$ cat config.mk
export PLATFORM = sky130hd
export DESIGN_NAME = joystick_bias_calibrated_position_flat
export DESIGN_NICKNAME = d
export VERILOG_FILES = /design/src/rtl/jbcp_pkg.sv /design/src/rtl/jbcp_if.sv /design/src/rtl/jbcp_cal.sv /design/src/rtl/jbcp_axis.sv /design/src/rtl/joystick_bias_calibrated_position.sv /design/src/flat_wrapper.sv
export VERILOG_INCLUDE_DIRS = /design/src /design/src/rtl
export SDC_FILE = /design/constraint.sdc
export NUM_CORES = 2
export LEC_CHECK = 0
export ABC_AREA = 1
export BUFFER_PORTS_ARGS = -buffer_cell sky130_fd_sc_hd__buf_2
export CAP_MARGIN = 10
export CELL_PAD_IN_SITES_DETAIL_PLACEMENT = 0
export CELL_PAD_IN_SITES_GLOBAL_PLACEMENT = 1
export CORE_ASPECT_RATIO = 0.9
export CORE_UTILIZATION = 46
export DETAILED_ROUTE_END_ITERATION = 7
export PLACE_DENSITY_LB_ADDON = 0.12
export SLEW_MARGIN = 25
export SYNTH_ARGS = -nofsm -noshare
export SYNTH_HDL_FRONTEND = slang
export SYNTH_SLANG_ARGS = --single-unit
$ cat constraint.sdc
create_clock -name clock -period 7.35 [get_ports clock]
set_input_delay 0.3675 -clock clock [delete_from_list [all_inputs] [get_ports clock]]
set_output_delay 0.3675 -clock clock [all_outputs]
set_load 0.05 [all_outputs]
$ cat src/rtl/joystick_bias_calibrated_position_assert.svh
// ----------------------------------------------------------------------------
// Assertion macros for the joystick position block
// Implication checks on the rising clock edge, off while reset is high.
// ----------------------------------------------------------------------------
`ifndef JOYSTICK_BIAS_CALIBRATED_POSITION_ASSERT_SVH
`define JOYSTICK_BIAS_CALIBRATED_POSITION_ASSERT_SVH

// The consequent must hold in the same cycle as the antecedent.
`define JBCP_ASSERT_SAME(label, clk, rst, ante, cons, msg) \
   label: assert property (@(posedge clk) disable iff (rst) (ante) |-> (cons)) \
      else $error(msg);

// The consequent must hold in the cycle after the antecedent.
`define JBCP_ASSERT_NEXT(label, clk, rst, ante, cons, msg) \
   label: assert property (@(posedge clk) disable iff (rst) (ante) |=> (cons)) \
      else $error(msg);

`endif

$ cat src/rtl/jbcp_pkg.sv
// ----------------------------------------------------------------------------
// jbcp_pkg
// Widths, register codes, defaults and shared types of the joystick block.
// ----------------------------------------------------------------------------
package jbcp_pkg;

   localparam int unsigned SAMPLE_W = 12;
   localparam int unsigned POS_W    = 10;
   localparam int unsigned HALF_W   = POS_W - 1;
   localparam int unsigned MAG_W    = SAMPLE_W;
   localparam int unsigned PROD_W   = MAG_W + HALF_W;

   localparam int unsigned CSR_INDEX_W = 1;
   localparam int unsigned CSR_DATA_W  = POS_W;

   localparam int unsigned CAL_COUNT_DEFAULT  = 256;
   localparam int unsigned FULL_SCALE_DEFAULT = 1800;

   localparam logic [POS_W-1:0] TRAVEL_X_RESET = 10'd290;
   localparam logic [POS_W-1:0] TRAVEL_Y_RESET = 10'd450;

   typedef enum logic [CSR_INDEX_W-1:0] {
      CSR_TRAVEL_X = 1'b0,
      CSR_TRAVEL_Y = 1'b1
   } csr_index_type;

   // Load enables of the two payload stages inside each axis.
   typedef struct packed {
      logic load_prod;
      logic load_quot;
   } stage_en_type;

endpackage

$ cat src/rtl/jbcp_if.sv
// ----------------------------------------------------------------------------
// jbcp_if
// Valid/ready channels for sample pairs and position results.
// ----------------------------------------------------------------------------
interface jbcp_req_if;
   import jbcp_pkg::*;

   logic                valid;
   logic                ready;
   logic [SAMPLE_W-1:0] sample_x;
   logic [SAMPLE_W-1:0] sample_y;

   modport source (output valid, output sample_x, output sample_y, input ready);
   modport sink (input valid, input sample_x, input sample_y, output ready);
endinterface

interface jbcp_rsp_if;
   import jbcp_pkg::*;

   logic             valid;
   logic             ready;
   logic [POS_W-1:0] pos_x;
   logic [POS_W-1:0] pos_y;
   logic [POS_W-1:0] old_x;
   logic [POS_W-1:0] old_y;
   logic             old_valid;

   modport source (output valid, output pos_x, output pos_y, output old_x,
                   output old_y, output old_valid, input ready);
   modport sink (input valid, input pos_x, input pos_y, input old_x,
                 input old_y, input old_valid, output ready);
endinterface

$ cat src/rtl/jbcp_cal.sv
// ----------------------------------------------------------------------------
// jbcp_cal
// Sums the first CAL_COUNT sample pairs and derives the resting value of
// each axis from the average.
// ----------------------------------------------------------------------------
module jbcp_cal #(
   parameter int unsigned CAL_COUNT = jbcp_pkg::CAL_COUNT_DEFAULT
) (
   input  logic                          clock,
   input  logic                          reset,
   input  logic                          take,
   input  logic [jbcp_pkg::SAMPLE_W-1:0] sample_x,
   input  logic [jbcp_pkg::SAMPLE_W-1:0] sample_y,
   output logic                          calibrating,
   output logic [jbcp_pkg::SAMPLE_W-1:0] rest_x,
   output logic [jbcp_pkg::SAMPLE_W-1:0] rest_y
);
   import jbcp_pkg::*;

   localparam int unsigned CNT_W = $clog2(CAL_COUNT + 1);
   localparam int unsigned SUM_W = SAMPLE_W + $clog2(CAL_COUNT);
   // Exact quotient by a reciprocal rounded up, shifted past the dividend width.
   localparam int unsigned RS    = SUM_W + $clog2(CAL_COUNT);
   localparam int unsigned RM_W  = SUM_W + 2;
   localparam logic [63:0] RM_FULL =
      ((64'd1 << RS) + 64'(CAL_COUNT) - 64'd1) / 64'(CAL_COUNT);
   localparam logic [RM_W-1:0] RM = RM_FULL[RM_W-1:0];

   logic [CNT_W-1:0]     cnt_ff, cnt_in;
   logic [SUM_W-1:0]     sum_x_ff, sum_x_in;
   logic [SUM_W-1:0]     sum_y_ff, sum_y_in;
   logic                 rest_go_ff, rest_go_in;
   logic [SAMPLE_W-1:0]  rest_x_ff, rest_x_in;
   logic [SAMPLE_W-1:0]  rest_y_ff, rest_y_in;
   logic [SUM_W+RM_W-1:0] prod_x, prod_y;

   assign calibrating = (cnt_ff < CNT_W'(CAL_COUNT));

   always_comb begin
      cnt_in     = cnt_ff;
      sum_x_in   = sum_x_ff;
      sum_y_in   = sum_y_ff;
      rest_go_in = 1'b0;
      if (take) begin
         cnt_in     = cnt_ff + CNT_W'(1);
         sum_x_in   = sum_x_ff + SUM_W'(sample_x);
         sum_y_in   = sum_y_ff + SUM_W'(sample_y);
         rest_go_in = (cnt_ff == CNT_W'(CAL_COUNT - 1));
      end
   end

   // The rest values are formed the cycle after the last sum is stored.
   assign prod_x = {{RM_W{1'b0}}, sum_x_ff} * {{SUM_W{1'b0}}, RM};
   assign prod_y = {{RM_W{1'b0}}, sum_y_ff} * {{SUM_W{1'b0}}, RM};

   always_comb begin
      rest_x_in = rest_x_ff;
      rest_y_in = rest_y_ff;
      if (rest_go_ff) begin
         rest_x_in = SAMPLE_W'(prod_x >> RS);
         rest_y_in = SAMPLE_W'(prod_y >> RS);
      end
   end

   always_ff @(posedge clock) begin
      if (reset) begin
         cnt_ff     <= '0;
         sum_x_ff   <= '0;
         sum_y_ff   <= '0;
         rest_go_ff <= 1'b0;
      end else begin
         cnt_ff     <= cnt_in;
         sum_x_ff   <= sum_x_in;
         sum_y_ff   <= sum_y_in;
         rest_go_ff <= rest_go_in;
      end
   end

   always_ff @(posedge clock) begin
      rest_x_ff <= rest_x_in;
      rest_y_ff <= rest_y_in;
   end

   assign rest_x = rest_x_ff;
   assign rest_y = rest_y_ff;

endmodule

$ cat src/rtl/jbcp_axis.sv
// ----------------------------------------------------------------------------
// jbcp_axis
// Maps one axis sample to a clamped position: deflection times half travel,
// divided by the full-scale value, added to half travel.
// ----------------------------------------------------------------------------
module jbcp_axis #(
   parameter int unsigned FULL_SCALE = jbcp_pkg::FULL_SCALE_DEFAULT
) (
   input  logic                          clock,
   input  jbcp_pkg::stage_en_type        stage_en,
   input  logic [jbcp_pkg::SAMPLE_W-1:0] sample,
   input  logic [jbcp_pkg::SAMPLE_W-1:0] rest,
   input  logic [jbcp_pkg::POS_W-1:0]    travel,
   output logic [jbcp_pkg::POS_W-1:0]    pos
);
   import jbcp_pkg::*;

   localparam int unsigned FS_SH = PROD_W + $clog2(FULL_SCALE);
   localparam int unsigned FM_W  = PROD_W + 2;
   localparam logic [63:0] FM_FULL =
      ((64'd1 << FS_SH) + 64'(FULL_SCALE) - 64'd1) / 64'(FULL_SCALE);
   localparam logic [FM_W-1:0] FM = FM_FULL[FM_W-1:0];

   logic [SAMPLE_W:0]      defl;
   logic [SAMPLE_W:0]      mag_wide;
   logic                   neg;
   logic [HALF_W-1:0]      half;
   logic [PROD_W-1:0]      prod_in;
   logic [PROD_W-1:0]      prod_ff;
   logic                   neg2_ff;
   logic [HALF_W-1:0]      half2_ff;
   logic [PROD_W+FM_W-1:0] qprod;
   logic [PROD_W-1:0]      quot_in;
   logic [PROD_W-1:0]      quot_ff;
   logic                   neg3_ff;
   logic [HALF_W-1:0]      half3_ff;
   logic [PROD_W-1:0]      half3_ext;
   logic [PROD_W:0]        hsum;

   // Work on the magnitude so the divide truncates toward zero.
   assign defl     = {1'b0, sample} - {1'b0, rest};
   assign neg      = defl[SAMPLE_W];
   assign mag_wide = neg ? (~defl + (SAMPLE_W + 1)'(1)) : defl;
   assign half     = travel[POS_W-1:1];
   assign prod_in  = {{(PROD_W - MAG_W){1'b0}}, mag_wide[MAG_W-1:0]} *
                     {{(PROD_W - HALF_W){1'b0}}, half};

   assign qprod   = {{FM_W{1'b0}}, prod_ff} * {{PROD_W{1'b0}}, FM};
   assign quot_in = PROD_W'(qprod >> FS_SH);

   always_ff @(posedge clock) begin
      if (stage_en.load_prod) begin
         prod_ff  <= prod_in;
         neg2_ff  <= neg;
         half2_ff <= half;
      end
      if (stage_en.load_quot) begin
         quot_ff  <= quot_in;
         neg3_ff  <= neg2_ff;
         half3_ff <= half2_ff;
      end
   end

   assign half3_ext = {{(PROD_W - HALF_W){1'b0}}, half3_ff};
   assign hsum      = {1'b0, half3_ext} + {1'b0, quot_ff};

   always_comb begin
      if (neg3_ff) begin
         if (quot_ff > half3_ext) begin
            pos = '0;
         end else begin
            pos = POS_W'(half3_ext - quot_ff);
         end
      end else begin
         if (hsum > (PROD_W + 1)'(travel)) begin
            pos = travel;
         end else begin
            pos = POS_W'(hsum);
         end
      end
   end

endmodule

$ cat src/rtl/joystick_bias_calibrated_position.sv
// ----------------------------------------------------------------------------
// joystick_bias_calibrated_position
// Joystick sample pairs in, box positions out, with resting-bias calibration
// after reset and a result only when the position pair changes.
// ----------------------------------------------------------------------------
//   channel    direction  handshake          words
//   req_chan   in         valid/ready        sample_x, sample_y
//   rsp_chan   out        valid/ready        pos_x, pos_y, old_x, old_y, old_valid
//   csr_*      in         write enable only  travel_x, travel_y
//
// One word is accepted per cycle unless the pipeline is held. A mapped word
// passes the input register, the deflection multiply, the reciprocal multiply
// for the full-scale divide, then clamp and compare into the result register.
// The first CAL_COUNT words only feed the sums and give no result.
// Reset is synchronous and clears the calibration and the last position.
// A stalled result holds the pipeline only where no empty stage is left.
// ----------------------------------------------------------------------------
`include "joystick_bias_calibrated_position_assert.svh"

module joystick_bias_calibrated_position #(
   parameter int unsigned CAL_COUNT  = jbcp_pkg::CAL_COUNT_DEFAULT,
   parameter int unsigned FULL_SCALE = jbcp_pkg::FULL_SCALE_DEFAULT
) (
   input  logic                             clock,
   input  logic                             reset,
   jbcp_req_if.sink                         req_chan,
   jbcp_rsp_if.source                       rsp_chan,
   input  logic                             csr_we,
   input  logic [jbcp_pkg::CSR_INDEX_W-1:0] csr_index,
   input  logic [jbcp_pkg::CSR_DATA_W-1:0]  csr_wdata
);
   import jbcp_pkg::*;

   logic [POS_W-1:0]    travel_x_ff, travel_x_in;
   logic [POS_W-1:0]    travel_y_ff, travel_y_in;
   logic                calibrating;
   logic [SAMPLE_W-1:0] rest_x, rest_y;
   logic                accept;
   logic                valid1_ff, valid1_in;
   logic                valid2_ff, valid2_in;
   logic                valid3_ff, valid3_in;
   logic [SAMPLE_W-1:0] sx1_ff, sy1_ff;
   logic                adv1, adv2, adv3;
   logic                out_can, differ, emit;
   stage_en_type        stage_en;
   logic [POS_W-1:0]    pos_x, pos_y;
   logic                rsp_valid_ff, rsp_valid_in;
   logic [POS_W-1:0]    rsp_pos_x_ff, rsp_pos_y_ff, rsp_old_x_ff, rsp_old_y_ff;
   logic                rsp_old_valid_ff;
   logic [POS_W-1:0]    last_x_ff, last_x_in;
   logic [POS_W-1:0]    last_y_ff, last_y_in;
   logic                have_last_ff, have_last_in;

   // Configuration registers.
   always_comb begin
      travel_x_in = travel_x_ff;
      travel_y_in = travel_y_ff;
      if (csr_we) begin
         case (csr_index_type'(csr_index))
            CSR_TRAVEL_X: travel_x_in = csr_wdata;
            CSR_TRAVEL_Y: travel_y_in = csr_wdata;
            default: ;
         endcase
      end
   end

   // Stage advance, from the result register back to the input.
   assign out_can = !rsp_valid_ff || rsp_chan.ready;
   assign differ  = !have_last_ff || (pos_x != last_x_ff) || (pos_y != last_y_ff);
   assign emit    = valid3_ff && differ && out_can;
   assign adv3    = !valid3_ff || !differ || out_can;
   assign adv2    = !valid2_ff || adv3;
   assign adv1    = !valid1_ff || adv2;

   assign req_chan.ready = adv1;
   assign accept         = req_chan.valid && adv1;

   assign stage_en.load_prod = adv2;
   assign stage_en.load_quot = adv3;

   // Calibration words stop at the sums and never enter the pipeline.
   assign valid1_in = adv1 ? (accept && !calibrating) : valid1_ff;
   assign valid2_in = adv2 ? valid1_ff : valid2_ff;
   assign valid3_in = adv3 ? valid2_ff : valid3_ff;

   assign rsp_valid_in = emit || (rsp_valid_ff && !rsp_chan.ready);
   assign last_x_in    = emit ? pos_x : last_x_ff;
   assign last_y_in    = emit ? pos_y : last_y_ff;
   assign have_last_in = have_last_ff || emit;

   jbcp_cal #(
      .CAL_COUNT (CAL_COUNT)
   ) u_cal (
      .clock       (clock),
      .reset       (reset),
      .take        (accept && calibrating),
      .sample_x    (req_chan.sample_x),
      .sample_y    (req_chan.sample_y),
      .calibrating (calibrating),
      .rest_x      (rest_x),
      .rest_y      (rest_y)
   );

   jbcp_axis #(
      .FULL_SCALE (FULL_SCALE)
   ) u_axis_x (
      .clock    (clock),
      .stage_en (stage_en),
      .sample   (sx1_ff),
      .rest     (rest_x),
      .travel   (travel_x_ff),
      .pos      (pos_x)
   );

   jbcp_axis #(
      .FULL_SCALE (FULL_SCALE)
   ) u_axis_y (
      .clock    (clock),
      .stage_en (stage_en),
      .sample   (sy1_ff),
      .rest     (rest_y),
      .travel   (travel_y_ff),
      .pos      (pos_y)
   );

   always_ff @(posedge clock) begin
      if (reset) begin
         travel_x_ff  <= TRAVEL_X_RESET;
         travel_y_ff  <= TRAVEL_Y_RESET;
         valid1_ff    <= 1'b0;
         valid2_ff    <= 1'b0;
         valid3_ff    <= 1'b0;
         rsp_valid_ff <= 1'b0;
         last_x_ff    <= '0;
         last_y_ff    <= '0;
         have_last_ff <= 1'b0;
      end else begin
         travel_x_ff  <= travel_x_in;
         travel_y_ff  <= travel_y_in;
         valid1_ff    <= valid1_in;
         valid2_ff    <= valid2_in;
         valid3_ff    <= valid3_in;
         rsp_valid_ff <= rsp_valid_in;
         last_x_ff    <= last_x_in;
         last_y_ff    <= last_y_in;
         have_last_ff <= have_last_in;
      end
   end

   always_ff @(posedge clock) begin
      if (adv1) begin
         sx1_ff <= req_chan.sample_x;
         sy1_ff <= req_chan.sample_y;
      end
      if (emit) begin
         rsp_pos_x_ff     <= pos_x;
         rsp_pos_y_ff     <= pos_y;
         rsp_old_x_ff     <= last_x_ff;
         rsp_old_y_ff     <= last_y_ff;
         rsp_old_valid_ff <= have_last_ff;
      end
   end

   assign rsp_chan.valid     = rsp_valid_ff;
   assign rsp_chan.pos_x     = rsp_pos_x_ff;
   assign rsp_chan.pos_y     = rsp_pos_y_ff;
   assign rsp_chan.old_x     = rsp_old_x_ff;
   assign rsp_chan.old_y     = rsp_old_y_ff;
   assign rsp_chan.old_valid = rsp_old_valid_ff;

   // No result may appear before the resting values exist.
   `JBCP_ASSERT_SAME(a_no_rsp_while_cal, clock, reset, rsp_chan.valid, !calibrating, "result during calibration")

   // A result that has a predecessor must move the box.
   `JBCP_ASSERT_SAME(a_rsp_moves, clock, reset, rsp_chan.valid && rsp_chan.old_valid, (rsp_chan.pos_x != rsp_chan.old_x) || (rsp_chan.pos_y != rsp_chan.old_y), "repeated position pair")

   // The remembered pair follows every emitted word.
   `JBCP_ASSERT_NEXT(a_last_tracks, clock, reset, emit, have_last_ff && (last_x_ff == rsp_chan.pos_x) && (last_y_ff == rsp_chan.pos_y), "last position not updated")

endmodule

$ cat src/flat_wrapper.sv
// flat-port wrapper written by rule: the top's interface ports become plain ports
module joystick_bias_calibrated_position_flat import jbcp_pkg::*;
#(
   parameter int unsigned CAL_COUNT  = jbcp_pkg::CAL_COUNT_DEFAULT,
   parameter int unsigned FULL_SCALE = jbcp_pkg::FULL_SCALE_DEFAULT
)
  (clock, reset, csr_we, csr_index, csr_wdata, req_chan_valid, req_chan_sample_x, req_chan_sample_y, req_chan_ready, rsp_chan_valid, rsp_chan_pos_x, rsp_chan_pos_y, rsp_chan_old_x, rsp_chan_old_y, rsp_chan_old_valid, rsp_chan_ready);
  jbcp_req_if req_chan_i ();
  jbcp_rsp_if rsp_chan_i ();
  input  logic clock;
  input  logic reset;
  input  logic csr_we;
  input  logic [jbcp_pkg::CSR_INDEX_W-1:0] csr_index;
  input  logic [jbcp_pkg::CSR_DATA_W-1:0] csr_wdata;
  input wire logic [$bits(req_chan_i.valid)-1:0] req_chan_valid;
  input wire logic [$bits(req_chan_i.sample_x)-1:0] req_chan_sample_x;
  input wire logic [$bits(req_chan_i.sample_y)-1:0] req_chan_sample_y;
  output wire logic [$bits(req_chan_i.ready)-1:0] req_chan_ready;
  output wire logic [$bits(rsp_chan_i.valid)-1:0] rsp_chan_valid;
  output wire logic [$bits(rsp_chan_i.pos_x)-1:0] rsp_chan_pos_x;
  output wire logic [$bits(rsp_chan_i.pos_y)-1:0] rsp_chan_pos_y;
  output wire logic [$bits(rsp_chan_i.old_x)-1:0] rsp_chan_old_x;
  output wire logic [$bits(rsp_chan_i.old_y)-1:0] rsp_chan_old_y;
  output wire logic [$bits(rsp_chan_i.old_valid)-1:0] rsp_chan_old_valid;
  input wire logic [$bits(rsp_chan_i.ready)-1:0] rsp_chan_ready;
  assign req_chan_i.valid = req_chan_valid;
  assign req_chan_i.sample_x = req_chan_sample_x;
  assign req_chan_i.sample_y = req_chan_sample_y;
  assign req_chan_ready = req_chan_i.ready;
  assign rsp_chan_valid = rsp_chan_i.valid;
  assign rsp_chan_pos_x = rsp_chan_i.pos_x;
  assign rsp_chan_pos_y = rsp_chan_i.pos_y;
  assign rsp_chan_old_x = rsp_chan_i.old_x;
  assign rsp_chan_old_y = rsp_chan_i.old_y;
  assign rsp_chan_old_valid = rsp_chan_i.old_valid;
  assign rsp_chan_i.ready = rsp_chan_ready;
  joystick_bias_calibrated_position #(.CAL_COUNT(CAL_COUNT), .FULL_SCALE(FULL_SCALE)) u_core (.clock(clock), .reset(reset), .req_chan(req_chan_i), .rsp_chan(rsp_chan_i), .csr_we(csr_we), .csr_index(csr_index), .csr_wdata(csr_wdata));
endmodule
; ---- After elaboration in Yosys (flattened, before gate mapping)
; Index checks and enable logic that the tools add are counted.
[totals]
reg_bits = 288
out_inout_bits = 43
elab_cells = 95
[classes]
n_addsub = 11
n_mul = 4
order_cmp = 5
eq_ne = 3
mux = 8
n_bitwise = 4
reduce_logical = 26
[ops]
columns = operator, count
row1 = $mul 21x22->43 const B, 2
row2 = $mux 10, 6
row3 = $mul 12x9->21, 2
row4 = $add 20x12->20, 2
row5 = $sub 12x12->13, 2
row6 = $add 12x1->12 const B, 2
row7 = $add 9x11->12, 2
row8 = $gt 12x10->1, 2
row9 = $mux 12, 2
row10 = $not 12->12, 2
row11 = $gt 11x9->1, 2
row12 = $ne 10x10->1, 2
row13 = $sub 9x10->10, 2
row14 = $add 9x1->9 const B, 1
row15 = $eq 9x8->1 const B, 1
row16 = $logic_or 1x1->1, 9
row17 = $lt 9x9->1 const B, 1
row18 = $logic_not 1->1, 8
row19 = $logic_and 1x1->1, 6
row20 = $reduce_and 2->1, 2
row21 = $not 1->1, 2
row22 = $reduce_or 2->1, 1

; ---- Depth between registers and ports, before layout
[logic_depth]
depth_word = 16
ltp_mapped = 47

; ---- By module
; From an unflattened synthesis, not the netlist that was laid out.
[unflattened]
cells_unflattened = 4657
area_unflattened_um2 = 38429.4
[modules_own_cells]
columns = mod, n_inst, cells_each, area_per_inst_um2, seq_area_each_um2
row1 = jbcp_axis at u_core.u_axis_y, 1, 1859, 15143.3, 1561.5
row2 = jbcp_axis at u_core.u_axis_x, 1, 1794, 14921.8, 1561.5
row3 = jbcp_cal, 1, 626, 4383.0, 1721.7
row4 = joystick_bias_calibrated_position, 1, 378, 3981.3, 2852.7

; ---- Worst setup path before layout
; Ideal clock, no wire load.
[synth_path]
path_kind = register -> register
start = register u_core.sx1_ff[0]
end = register u_core.u_axis_x.prod_ff[19], data pin
t_arrival_ns = 6.920
t_required_ns = 7.093
slack_ns = 0.173
stages_incl_launch_ff = 43
path_buffers = 0
synth_period_minus_slack_ns = 7.177
cell_sequence = edfxtp_1 > inv_1 > ha_1 > inv_1 > fa_1 > a21oi_1 > o21bai_1 > a21oi_1 > o21bai_1 > a21oi_1 > nor2_1 > nor2_1 > o31ai_1 > nand2_1 > nand2_1 > a21oi_1 > inv_1 > or2_2 > [... 7 more ...] > inv_1 > fa_1 > inv_1 > ha_1 > a21oi_1 > o21ai_0 > nand3_1 > nand2_1 > a21oi_1 > inv_1 > a21oi_1 > o21ai_0 > a21o_1 > a21oi_1 > nor2_1 > o21ai_0 > nand2_1 > xor2_1
[synth_via]
elab_chain_cells = 5
[synth_lines]
columns = item, line_no
row1 = from (decl), joystick_bias_calibrated_position.sv:42  ; logic [SAMPLE_W-1:0] sx1_ff, sy1_ff;
row2 = from (signal assigned), joystick_bias_calibrated_position.sv:152  ; sx1_ff <= req_chan.sample_x;
row3 = $sub 12x12->13 *, jbcp_axis.sv:41  ; assign defl = {1'b0, sample} - {1'b0, rest};
row4 = $not 12->12, jbcp_axis.sv:43  ; assign mag_wide = neg ? (~defl + (SAMPLE_W + 1)'(1)) : defl;
row5 = $add 12x1->12, jbcp_axis.sv:43
row6 = $mux 12 *, jbcp_axis.sv:43
row7 = $mul 12x9->21 *, jbcp_axis.sv:45  ; assign prod_in = {{(PROD_W - MAG_W){1'b0}}, mag_wide[MAG_W-1:0]} *
row8 = via u_core.u_axis_x.prod_in[19], jbcp_axis.sv:28  ; logic [PROD_W-1:0] prod_in;
row9 = to (signal assigned), jbcp_axis.sv:53  ; prod_ff <= prod_in;
row10 = to (decl), jbcp_axis.sv:29  ; logic [PROD_W-1:0] prod_ff;
; Mark *: on every way through the listed nets, which the timed path passes. The rest lies on a longest branch.
; A chain may end at the register's enable or synchronous reset.

; ---- Worst setup path in the final report
[layout_path]
start = register u_core.sx1_ff[0]
end = register u_core.u_axis_x.prod_ff[20], data pin
; Same word-level chain as after synthesis.

==> run metrics <==
WP buf/inv=6; RePlAce Congestion=0.907; Max Cap Viol=0; post-synthesis cell count=4137; post-synthesis sequential area ratio=21.2%; clk_lat worst skew=0.61 ns; routed len/inst=16.8 um; 1st-iter DRT viols=1605; Synth async-reset ratio=0%; Final min period=7.03 ns; total gr overflow=0; fin cells=5343; HPWL Detailed=75000 um; RSZ-0062 raised after global routing=yes; deepest clock path buffer count=3; worst-margin pin slew=0.846 ns; commonest cells after routing, fill and taps aside=inv_1 (985), ha_1 (626), nand2_1 (598); Crit path required time=7.71 ns; clock sink count=288; mapped cell area=36300 um2; final WL=89800 um; main combinational cell family by area after synthesis=adder cells; Synth Net Count=5215; highest clock rate=142 MHz; H-tree Lvls=1; clk root buf=clkbuf_16; Rows=97; Min-Delay Path Class=input pin to register; Clock Pin Slew Worst Setup and Hold Paths=0.08 ns; Critical Path AT=7.38 ns; Layout Nets=5357; Routed Antenna Nets=0; setup TNS=0 ns; total CTS buffers=31; Slew HR=43.6%; YS warnings=0; 1st-pass router iterations=5; Clock Skew=0.0214 ns; Synth Area in XOR/XNOR=3.09%; first-pass GRT wire length=144000 um; Die Ht=268 um; DRC viols=0; Critical Path Fanout Max=5; Slew Viols, Final=0; final hold vios=0; synthesized flop and latch total=288; commonest non-fill, non-tap cell in the layout=inv_1; # diodes=0; delay-heaviest family, CP=adder cells; area delta synth->final=10.0%; largest net degree at the start of global routing=76; CP peak stage delay=0.54 ns; number of global-route vias before repair=26400; die width=298 um; GRT Total Usage=22.8%; Synth Area in Simple Gates=14.0%; initial antenna violation count=0; Synth Area in Compound Gates=6.13%; Fillers=7566; final setup fails=0; adder-cell area share of the yosys netlist=44.2%; post-layout util=51.2%; Slowest-stage cell, CP=fa_1; proportion of layout cells with a drive suffix above 1=7.39%; mux contribution to synthesized area=0%; # IOs=83; DR vias=26400; Primary FF master, synth=edfxtp_1; Avg Inst Size Synth=8.77 um2; Vias/cell=4.94; number of port buffers=82; Final period util=95.6%; Yosys cell types=51; Initial Util=46.6%; crit end category=register; Post-synth EDFFs=193; CTS tree=done; Worst Path Class, Setup=register to register; crit path launch type=register; die area=80000 um2; placed cells=5245; status=completed; Core Area=77900 um2
==> logic make-up after synthesis <==
| group | count (synthesis) |
|---|---|
| and+or+nand+nor | 1199 |
| buffers and inverters | 1084 |
| adders and majority gates | 1038 |
| AOI/OAI and AO/OA | 400 |
| DFF | 288 |
| xor gates and xnor gates | 128 |
==> metrics by stage <==
stage                     setup slack, ns  instance area, um2  hold WS, ns
after CTS                          0.0144               39500    0.0000965
after detailed placement          -0.0228               38100        0.405
after global routing               -0.189               39900       0.0243
after floorplan                     0.173               36300        0.400
final                               0.322               39900       0.0298
after global placement             0.0745               38100        0.402
==> synthesized netlist by cell type, types with 16 or more instances <==
cell        n  area [um2]
a21oi_1   206        1030
clkbuf_1   38         143
dfxtp_1    95        1900
edfxtp_1  193        5800
fa_1      404        8090
ha_1      634        7930
inv_1     999        3750
inv_2      16        60.1
nand2_1   608        2280
nand3_1   136         681
nand4_1    73         457
nor2_1    312        1170
nor3_1     29         145
o21ai_0   107         536
o21bai_1   17         128
xnor2_1    31         272
xor2_1     97         850
==> layer usage <==
layer,track usage (%),up-vias,routed length (um)
met4,3.52,0,1360
li1,-,13300,-
met2,37.3,439,41100
met3,3.29,82,4140
met1,32.6,12500,43200
met5,0,-,0
==> worst register-to-register path: cells and delay by family (launching register included) <==
family	cells	cell delay [ns]
adders and majority gates	7	2.58
buffers and inverters	6	0.44
and+or+nand+nor	14	1.45
xor gates and xnor gates	2	0.30
AOI/OAI and AO/OA	14	1.66
DFF	1	0.36
==> sequential cells by signal, summed over array words and instances, names as in the netlist, 11 cells and up <==
| signal | count |
|---|---|
| u_core.sx1_ff | 12 |
| u_core.sy1_ff | 12 |
| u_core.u_axis_x.prod_ff | 21 |
| u_core.u_axis_x.quot_ff | 11 |
| u_core.u_axis_y.prod_ff | 21 |
| u_core.u_axis_y.quot_ff | 11 |
| u_core.u_cal.rest_x | 12 |
| u_core.u_cal.rest_y | 12 |
| u_core.u_cal.sum_x_ff | 20 |
| u_core.u_cal.sum_y_ff | 20 |
==> cell type report <==
cell class                 instances  area (um2)  share of cell area (%)
multi-input combinational       2765       24800                    62.0
sequential                       288        7700                    19.3
inverter                        1015        3810                    9.55
tap                             1039        1300                    3.26
timing repair buffer             178        1190                    2.98
clock buffer                      33         793                    1.99
clock inverter                    25         364                   0.912
==> final timing paths <==
path                                         start                               endpoint  slack [ns]  depth (start not counted)
max                     u_core.sx1_ff[0]$_DFFE_PP_  u_core.u_axis_x.prod_ff[20]$_DFFE_PP_        0.32                         43
min                          req_chan_sample_x[11]            u_core.sx1_ff[11]$_DFFE_PP_        0.03                          1
max reg2reg             u_core.sx1_ff[0]$_DFFE_PP_  u_core.u_axis_x.prod_ff[20]$_DFFE_PP_        0.32                         43
min reg2reg  u_core.u_axis_y.half2_ff[5]$_DFFE_PP_  u_core.u_axis_y.half3_ff[5]$_DFFE_PP_        0.42                          0
==> what timing repair did <==
action	4_1_cts	5_1_grt
gates resized for setup	3	84
hold buffers	22	1
setup endpoints to repair	4	13
cloned	0	1
pin swaps	0	32
setup buffers	0	16
hold endpoints to repair	22	1
Power is not shown: default switching activity piles up to over one toggle a cycle in this logic, so the estimate is an artifact.
